[config.mk]
export PLATFORM = sky130hd
export DESIGN_NAME = free_list_block_allocator_core
export DESIGN_NICKNAME = d
export VERILOG_FILES = /design/src/sv/fba_pkg.sv /design/src/sv/fba_ctrl.sv /design/src/sv/fba_datapath.sv /design/src/sv/free_list_block_allocator_core.sv
export SDC_FILE = /design/constraint.sdc
export NUM_CORES = 2
export LEC_CHECK = 0
export BUFFER_PORTS_ARGS = -buffer_cell sky130_fd_sc_hd__clkbuf_2
export CORE_MARGIN = 2
export CORE_UTILIZATION = 50
export CTS_BUF_LIST = sky130_fd_sc_hd__clkbuf_16
export CTS_CLUSTER_SIZE = 30
export DETAILED_ROUTE_END_ITERATION = 8
export PLACE_DENSITY_LB_ADDON = 0.3
export SETUP_SLACK_MARGIN = 0.4
export SYNTH_ARGS = -nofsm -noshare
export SYNTH_HDL_FRONTEND = slang
export SYNTH_SLANG_ARGS = --single-unit
[constraint.sdc]
create_clock -name clk -period 17 [get_ports clk]
set_input_delay 3.4 -clock clk [delete_from_list [all_inputs] [get_ports clk]]
set_output_delay 3.4 -clock clk [all_outputs]
set_load 0.01 [all_outputs]
[src/sv/fba_pkg.sv]
package fba_pkg;

	localparam int DEFAULT_MAX_BLOCKS = 255;

	localparam int IDX_W  = 8;
	localparam int BS_W   = 16;
	localparam int OFF_W  = 24;
	localparam int CMD_W  = 2;
	localparam int ST_W   = 2;
	localparam int CFG_IDX_W  = 1;
	localparam int CFG_DATA_W = 16;

	localparam logic [CMD_W-1:0] CMD_ACQUIRE = 2'd0;
	localparam logic [CMD_W-1:0] CMD_RELEASE = 2'd1;
	localparam logic [CMD_W-1:0] CMD_FORMAT  = 2'd2;

	localparam logic [ST_W-1:0] ST_OK        = 2'd0;
	localparam logic [ST_W-1:0] ST_EMPTY     = 2'd1;
	localparam logic [ST_W-1:0] ST_RANGE_ERR = 2'd2;
	localparam logic [ST_W-1:0] ST_NONE_USED = 2'd3;

	localparam logic [CFG_IDX_W-1:0] REG_NUM_BLOCKS = 1'd0;
	localparam logic [CFG_IDX_W-1:0] REG_BLOCK_SIZE = 1'd1;

	localparam logic [IDX_W-1:0] NUM_BLOCKS_RESET = 8'd255;
	localparam logic [BS_W-1:0]  BLOCK_SIZE_RESET = 16'd16;

	typedef struct packed {
		logic load;
		logic exec;
		logic fmt_step;
		logic fmt_finish;
	} fba_ctl_t;

	typedef struct packed {
		logic is_format;
		logic fmt_empty;
		logic fmt_last;
	} fba_stat_t;

endpackage

[src/sv/fba_ctrl.sv]
module fba_ctrl (
	input  logic              clk,
	input  logic              arst_n,
	input  logic              start,
	output logic              busy,
	input  fba_pkg::fba_stat_t stat,
	output fba_pkg::fba_ctl_t  ctl
);
	import fba_pkg::*;

	localparam logic [1:0] S_IDLE = 2'd0;
	localparam logic [1:0] S_EXEC = 2'd1;
	localparam logic [1:0] S_FMT  = 2'd2;

	logic [1:0] state_q;
	logic [1:0] state_d;

	always_comb begin
		state_d = state_q;
		ctl     = '0;
		unique case (state_q)
			S_IDLE: begin
				if (start) begin
					ctl.load = 1'b1;
					state_d  = S_EXEC;
				end
			end
			S_EXEC: begin
				if (stat.is_format && !stat.fmt_empty) begin
					state_d = S_FMT;
				end else begin
					ctl.exec = 1'b1;
					state_d  = S_IDLE;
				end
			end
			S_FMT: begin
				ctl.fmt_step = 1'b1;
				if (stat.fmt_last) begin
					ctl.fmt_finish = 1'b1;
					state_d        = S_IDLE;
				end
			end
			default: begin
				state_d = S_IDLE;
			end
		endcase
	end

	always_ff @(posedge clk or negedge arst_n) begin
		if (!arst_n) begin
			state_q <= S_IDLE;
		end else begin
			state_q <= state_d;
		end
	end

	assign busy = (state_q != S_IDLE);

	a_ctl_exclusive: assert property (@(posedge clk) disable iff (!arst_n)
		$onehot0({ctl.load, ctl.exec, ctl.fmt_step}))
		else $error("controller commands overlap");

	a_finish_in_step: assert property (@(posedge clk) disable iff (!arst_n)
		ctl.fmt_finish |-> ctl.fmt_step)
		else $error("format finish outside format walk");

	a_load_to_exec: assert property (@(posedge clk) disable iff (!arst_n)
		ctl.load |=> (state_q == S_EXEC))
		else $error("accepted item did not reach execute");

endmodule

[src/sv/fba_datapath.sv]
module fba_datapath #(
	parameter int MAX_BLOCKS = fba_pkg::DEFAULT_MAX_BLOCKS
) (
	input  logic                          clk,
	input  logic                          arst_n,
	input  fba_pkg::fba_ctl_t             ctl,
	output fba_pkg::fba_stat_t            stat,
	input  logic [fba_pkg::CMD_W-1:0]     command,
	input  logic [fba_pkg::IDX_W-1:0]     block_index,
	input  logic                          cfg_we,
	input  logic [fba_pkg::CFG_IDX_W-1:0] cfg_index,
	input  logic [fba_pkg::CFG_DATA_W-1:0] cfg_data,
	output logic                          done,
	output logic [fba_pkg::ST_W-1:0]      status,
	output logic [fba_pkg::IDX_W-1:0]     granted_index,
	output logic [fba_pkg::OFF_W-1:0]     granted_offset,
	output logic                          all_free,
	output logic [fba_pkg::IDX_W-1:0]     free_blocks,
	output logic [fba_pkg::IDX_W-1:0]     used_blocks
);
	import fba_pkg::*;

	localparam int AW = (MAX_BLOCKS > 1) ? $clog2(MAX_BLOCKS) : 1;
	localparam logic [IDX_W-1:0] MaxBlk = IDX_W'(MAX_BLOCKS);

	logic [IDX_W-1:0] link_mem [MAX_BLOCKS];
	logic [IDX_W-1:0] link_rd_q;
	logic             link_we;
	logic [AW-1:0]    link_wa;
	logic [IDX_W-1:0] link_wd;

	logic [IDX_W-1:0] num_q;
	logic [BS_W-1:0]  bs_q;
	logic [CMD_W-1:0] cmd_q;
	logic [IDX_W-1:0] idx_q;
	logic [IDX_W-1:0] head_q, head_d;
	logic [IDX_W-1:0] free_q, free_d;
	logic [IDX_W-1:0] used_q, used_d;
	logic [IDX_W-1:0] pool_q, pool_d;
	logic [IDX_W-1:0] cursor_q, cursor_d;
	logic [IDX_W-1:0] n_sat;
	logic [ST_W-1:0]  st_d;
	logic [IDX_W-1:0] gidx_d;
	logic [OFF_W-1:0] goff_d;
	logic             done_q;

	assign n_sat = (num_q > MaxBlk) ? MaxBlk : num_q;

	assign stat.is_format = (cmd_q == CMD_FORMAT);
	assign stat.fmt_empty = (n_sat == '0);
	assign stat.fmt_last  = (({1'b0, cursor_q} + 9'd1) == {1'b0, n_sat});

	always_ff @(posedge clk or negedge arst_n) begin
		if (!arst_n) begin
			num_q <= NUM_BLOCKS_RESET;
			bs_q  <= BLOCK_SIZE_RESET;
		end else if (cfg_we) begin
			if (cfg_index == REG_NUM_BLOCKS) begin
				num_q <= cfg_data[IDX_W-1:0];
			end else if (cfg_index == REG_BLOCK_SIZE) begin
				bs_q <= cfg_data[BS_W-1:0];
			end
		end
	end

	always_comb begin
		head_d   = head_q;
		free_d   = free_q;
		used_d   = used_q;
		pool_d   = pool_q;
		cursor_d = cursor_q;
		st_d     = ST_OK;
		gidx_d   = '0;
		link_we  = 1'b0;
		link_wa  = idx_q[AW-1:0];
		link_wd  = head_q;
		if (ctl.load) begin
			cursor_d = '0;
		end
		if (ctl.exec) begin
			unique case (cmd_q)
				CMD_ACQUIRE: begin
					if (free_q == '0) begin
						st_d = ST_EMPTY;
					end else begin
						gidx_d = head_q;
						head_d = link_rd_q;
						free_d = free_q - 8'd1;
						used_d = used_q + 8'd1;
					end
				end
				CMD_RELEASE: begin
					if (idx_q >= pool_q) begin
						st_d = ST_RANGE_ERR;
					end else if (used_q == '0) begin
						st_d = ST_NONE_USED;
					end else begin
						link_we = 1'b1;
						head_d  = idx_q;
						free_d  = free_q + 8'd1;
						used_d  = used_q - 8'd1;
					end
				end
				CMD_FORMAT: begin
					head_d   = '0;
					free_d   = '0;
					used_d   = '0;
					pool_d   = '0;
					cursor_d = '0;
				end
				default: begin
				end
			endcase
		end
		if (ctl.fmt_step) begin
			link_we  = 1'b1;
			link_wa  = cursor_q[AW-1:0];
			link_wd  = cursor_q + 8'd1;
			cursor_d = cursor_q + 8'd1;
			if (ctl.fmt_finish) begin
				head_d = '0;
				free_d = n_sat;
				used_d = '0;
				pool_d = n_sat;
			end
		end
		goff_d = {16'd0, gidx_d} * {8'd0, bs_q};
	end

	always_ff @(posedge clk) begin
		if (link_we) begin
			link_mem[link_wa] <= link_wd;
		end
	end

	always_ff @(posedge clk) begin
		if (ctl.load) begin
			link_rd_q <= link_mem[head_q[AW-1:0]];
		end
	end

	always_ff @(posedge clk) begin
		if (ctl.load) begin
			cmd_q <= command;
			idx_q <= block_index;
		end
	end

	always_ff @(posedge clk or negedge arst_n) begin
		if (!arst_n) begin
			head_q   <= '0;
			free_q   <= '0;
			used_q   <= '0;
			pool_q   <= '0;
			cursor_q <= '0;
			done_q   <= 1'b0;
		end else begin
			head_q   <= head_d;
			free_q   <= free_d;
			used_q   <= used_d;
			pool_q   <= pool_d;
			cursor_q <= cursor_d;
			done_q   <= ctl.exec | ctl.fmt_finish;
		end
	end

	always_ff @(posedge clk) begin
		if (ctl.exec | ctl.fmt_finish) begin
			status         <= st_d;
			granted_index  <= gidx_d;
			granted_offset <= goff_d;
			all_free       <= (used_d == '0);
			free_blocks    <= free_d;
			used_blocks    <= used_d;
		end
	end

	assign done = done_q;

	a_count_sum: assert property (@(posedge clk) disable iff (!arst_n)
		IDX_W'(free_q + used_q) == pool_q)
		else $error("free and used counts do not add up to pool size");

	a_error_no_grant: assert property (@(posedge clk) disable iff (!arst_n)
		(done_q && (status != ST_OK)) |-> (granted_index == '0 && granted_offset == '0))
		else $error("grant reported with error status");

	a_single_done: assert property (@(posedge clk) disable iff (!arst_n)
		done_q |=> !done_q)
		else $error("two results in consecutive cycles");

endmodule

[src/sv/free_list_block_allocator_core.sv]
// Channel   Direction  Handshake                 Payload
// command   in         start & !busy             command, block_index
// result    out        done (one cycle strobe)   status, granted_index, granted_offset,
//                                                all_free, free_blocks, used_blocks
// config    in         cfg_we                    cfg_index, cfg_data
//
// Acquire, release and unused codes: the item is accepted, the link memory read of the
// free head lands, then done pulses. A format with no blocks takes the same path.
// Format walks the link memory one entry per cycle over num_blocks entries, capped at MAX_BLOCKS.
// busy is high after acceptance until the result is registered; done rises as busy falls.
// Reset clears the counts and head and loads the register defaults; the link memory
// holds no reset state and is written only by format and release.
// The receiver cannot stall; each result is shown for exactly one cycle.
module free_list_block_allocator_core #(
	parameter int MAX_BLOCKS = fba_pkg::DEFAULT_MAX_BLOCKS
) (
	input  logic                           clk,
	input  logic                           arst_n,
	input  logic                           start,
	output logic                           busy,
	input  logic [fba_pkg::CMD_W-1:0]      command,
	input  logic [fba_pkg::IDX_W-1:0]      block_index,
	input  logic                           cfg_we,
	input  logic [fba_pkg::CFG_IDX_W-1:0]  cfg_index,
	input  logic [fba_pkg::CFG_DATA_W-1:0] cfg_data,
	output logic                           done,
	output logic [fba_pkg::ST_W-1:0]       status,
	output logic [fba_pkg::IDX_W-1:0]      granted_index,
	output logic [fba_pkg::OFF_W-1:0]      granted_offset,
	output logic                           all_free,
	output logic [fba_pkg::IDX_W-1:0]      free_blocks,
	output logic [fba_pkg::IDX_W-1:0]      used_blocks
);
	import fba_pkg::*;

	fba_ctl_t  ctl;
	fba_stat_t stat;

	fba_ctrl u_ctrl (
		.clk    (clk),
		.arst_n (arst_n),
		.start  (start),
		.busy   (busy),
		.stat   (stat),
		.ctl    (ctl)
	);

	fba_datapath #(
		.MAX_BLOCKS (MAX_BLOCKS)
	) u_datapath (
		.clk            (clk),
		.arst_n         (arst_n),
		.ctl            (ctl),
		.stat           (stat),
		.command        (command),
		.block_index    (block_index),
		.cfg_we         (cfg_we),
		.cfg_index      (cfg_index),
		.cfg_data       (cfg_data),
		.done           (done),
		.status         (status),
		.granted_index  (granted_index),
		.granted_offset (granted_offset),
		.all_free       (all_free),
		.free_blocks    (free_blocks),
		.used_blocks    (used_blocks)
	);

endmodule
==> impl_metrics.tcl <==
set metrics [dict create \
    ys_ff_latch 2176 \
    top_register "u_datapath.link_mem" \
    synthXorXnorAreaFrac_pct 0.349 \
    grt_max_degree 212 \
    die_height_microns 426 \
    cts_max_level 4 \
    dieArea_sq_mm 0.182 \
    ys.flop_type "edfxtp_1" \
    slew_headroom_pct 13.7 \
    critPathLaunchType "flip-flop" \
    syn_inst 4414 \
    cts_buffers 208 \
    drv_slew 0 \
    fin_crit_sh_pct 39.8 \
    ir_drop_v 0.000176 \
    min_period_ns 6.77 \
    synthAdderAreaFrac_pct 2.69 \
    setup-tns-final_ns 0 \
    crit_type "flip-flop to flip-flop" \
    drv_cap 0 \
    utilization_pct 56.0 \
    synth_nets 4586 \
    seq_area_frac_synth_pct 72.9 \
    initial_core_util_pct 50.5 \
    syn_to_final_growth_pct 10.9 \
    final_cell_mix "edfxtp_1, mux4_2, nor2_1, clkbuf_16, inv_1" \
    p_leak_nw 31.9 \
    layout-drive-gt1-share_pct 24.5 \
    routed_wl_mm 209 \
    fin_nets 4712 \
    postCtsHoldBufs 0 \
    io_buffers 83 \
    core_sq_mm 0.177 \
    insertion_delay_ns 0.86 \
    fin_area_sq_mm 0.0989 \
    max_freq_ghz 0.148 \
    synth_edf_count 2109 \
    status "complete, no violations" \
    skew_ns 0.0405 \
    detailed_place_hpwl_mm 120 \
    netlist_area_sq_mm 0.0892 \
    final_common_cell "edfxtp_1" \
    grt_overflow 0 \
    detail_route.first_pass.iterations 6 \
    hold_violations 0 \
    cts_root_buffer "clkbuf_16" \
    rsz0062_at_grt "false" \
    grt_pass1_vias 44100 \
    globalRouteTotalUtil_pct 23.2 \
    dr.first_iter.drc_count 5217 \
    p_per_area_mw_per_mm2 159 \
    cts_resized 0 \
    synth-simple-area-share_pct 3.74 \
    dpl_cell_area_sq_mm 0.0923 \
    pin_count 84 \
    largest_reg_flops 2040 \
    largest_registers "u_datapath.link_mem (2040), u_datapath.granted_offset (24), u_datapath.bs_q (16)" \
    antenna_left 0 \
    critPathMaxFanout 119 \
    drc 0 \
    max-clock-path-buffers 3 \
    num_vias 43900 \
    fill_cells 13000 \
    critical_path_arrival_ns 7.36 \
    grt_pass1_wl_mm 305 \
    clkSinkCount 2176 \
    synth_warnings 0 \
    synth_mux_area_share_pct 16.6 \
    synth_top_family_by_area "multiplexers" \
    min_path_type "flip-flop to flip-flop" \
    async_flop_share_pct 3.08 \
    worst_slew_pin_slew_ns 1.29 \
    vias_per_cell 6.23 \
    setup_viol 0 \
    clk_pin_slew_ns 0.06 \
    end_kind "flip-flop" \
    post_cts_buffers 0 \
    gp_congestion 0.849 \
    routedWlPerCell_microns 29.6 \
    syn_avg_cell_area_sq_um 20.2 \
    required_ns 17.59 \
    antenna_found_initial 5 \
    die-width_microns 426 \
    synth-compound-area-share_pct 1.98 \
    synth.distinct_cells 76 \
    cts_tree "built" \
    rows 154 \
    n_antenna_cell 0 \
]
==> through the flow <==
step | hold WS (ns) | worst slack, ns | std cells | total power, mW
floorplan | 0.439 | 3.48 | 4414 | 10.1
global placement | 0.456 | 10.25 | 6670 | 11.3
detailed placement | 0.461 | 10.31 | 6670 | 11.4
CTS | 0.474 | 10.29 | 7045 | 15.9
global route | 0.497 | 9.66 | 7045 | 16.3
finish | 0.471 | 10.23 | 7045 | 15.8
==> layer usage <==
metal	part of all wire, %	global-route usage [%]	up-vias	wire, microns
li1	-	-	18200	-
met1	40	33.0	23400	83800
met2	49	37.3	2035	103000
met3	8.3	4.25	281	17400
met4	2.2	6.14	2	4620
met5	0.0062	0	-	13
==> cells in the mapped netlist, types with 10 or more instances <==
| master | n | area (sq um) |
|---|---|---|
| mux4_2 | 618 | 13900 |
| nand2b_1 | 11 | 68.8 |
| nor2_1 | 340 | 1280 |
| o21ai_0 | 50 | 250 |
| a22oi_1 | 29 | 218 |
| dfrtp_1 | 58 | 1450 |
| fa_1 | 84 | 1680 |
| buf_2 | 59 | 295 |
| and3_1 | 119 | 744 |
| buf_6 | 10 | 113 |
| a211oi_1 | 14 | 105 |
| mux2_2 | 29 | 327 |
| nand3_1 | 17 | 85.1 |
| a21oi_1 | 67 | 335 |
| nor3_1 | 25 | 125 |
| nor4_1 | 11 | 68.8 |
| nor2b_1 | 16 | 100 |
| inv_1 | 123 | 462 |
| ha_1 | 57 | 713 |
| xnor2_1 | 25 | 219 |
| a22o_1 | 19 | 166 |
| nand2_1 | 137 | 514 |
| and2_1 | 12 | 75.1 |
| clkbuf_1 | 144 | 541 |
| a21o_1 | 12 | 90.1 |
| buf_1 | 31 | 116 |
| edfxtp_1 | 2109 | 63300 |
| o31ai_1 | 12 | 90.1 |
| mux2i_1 | 53 | 531 |
==> worst max-delay path, cell delays in order (launching register included) <==
cell and delay (ns):
dfrtp_1 0.38, inv_1 0.08, ha_1 0.23, nor3b_1 0.19, and2_1 0.24, nor4_2 0.15
buf_4 0.67, and2_1 0.26, nand2_1 0.09, fa_1 0.52, fa_1 0.55, inv_1 0.06
fa_1 0.47, inv_1 0.05, fa_1 0.47, inv_1 0.04, ha_1 0.31, o21ai_0 0.15
a211oi_1 0.24, o31ai_1 0.16, a211oi_1 0.46, o21ai_0 0.18, o2bb2ai_1 0.17, o21ai_0 0.22
xor2_1 0.10
==> worst paths after layout <==
path,end,from,depth (start not counted),slack (ns)
min in group asynchronous,u_datapath.used_q[5]$_DFF_PN0_,arst_n,2,2.77
setup reg to reg,u_datapath.granted_offset[22]$_DFFE_PP_,u_datapath.free_q[0]$_DFF_PN0_,24,10.23
max in group asynchronous,u_datapath.head_q[3]$_DFF_PN0_,arst_n,2,13.53
setup / recovery,u_datapath.granted_offset[22]$_DFFE_PP_,u_datapath.free_q[0]$_DFF_PN0_,24,10.23
hold / removal,u_datapath.pool_q[5]$_DFF_PN0_,u_datapath.pool_q[5]$_DFF_PN0_,2,0.47
hold reg to reg,u_datapath.pool_q[5]$_DFF_PN0_,u_datapath.pool_q[5]$_DFF_PN0_,2,0.47
==> cell families (layout without fill, tap and decap cells) <==
group,Yosys count,in the layout
AO/OA/AOI/OAI,264,264
XOR/XNOR,34,34
adder cells (fa/ha/maj),141,141
buffers and inverters,373,664
flip-flops,2176,2176
multiplexers,700,700
AND/OR/NAND/NOR,726,726
==> area by class of cell <==
cell class | count | area [sq um] | share of cell area, %
flip-flops and latches | 2176 | 65000 | 65.8
clock buffers | 211 | 5280 | 5.34
multi-input cells | 1865 | 22700 | 23.0
well taps | 2340 | 2930 | 2.96
repair buffers | 164 | 1110 | 1.12
inverters | 125 | 469 | 0.474
clock inverters | 164 | 1340 | 1.35
==> report_power, final <==
part / switching, mW / internal (mW)
logic: 2.72 / 1.65
registers: 0.182 / 6.70
clock network: 1.97 / 2.54
total: 4.87 / 10.9
Power figures use the tool's default switching activity.
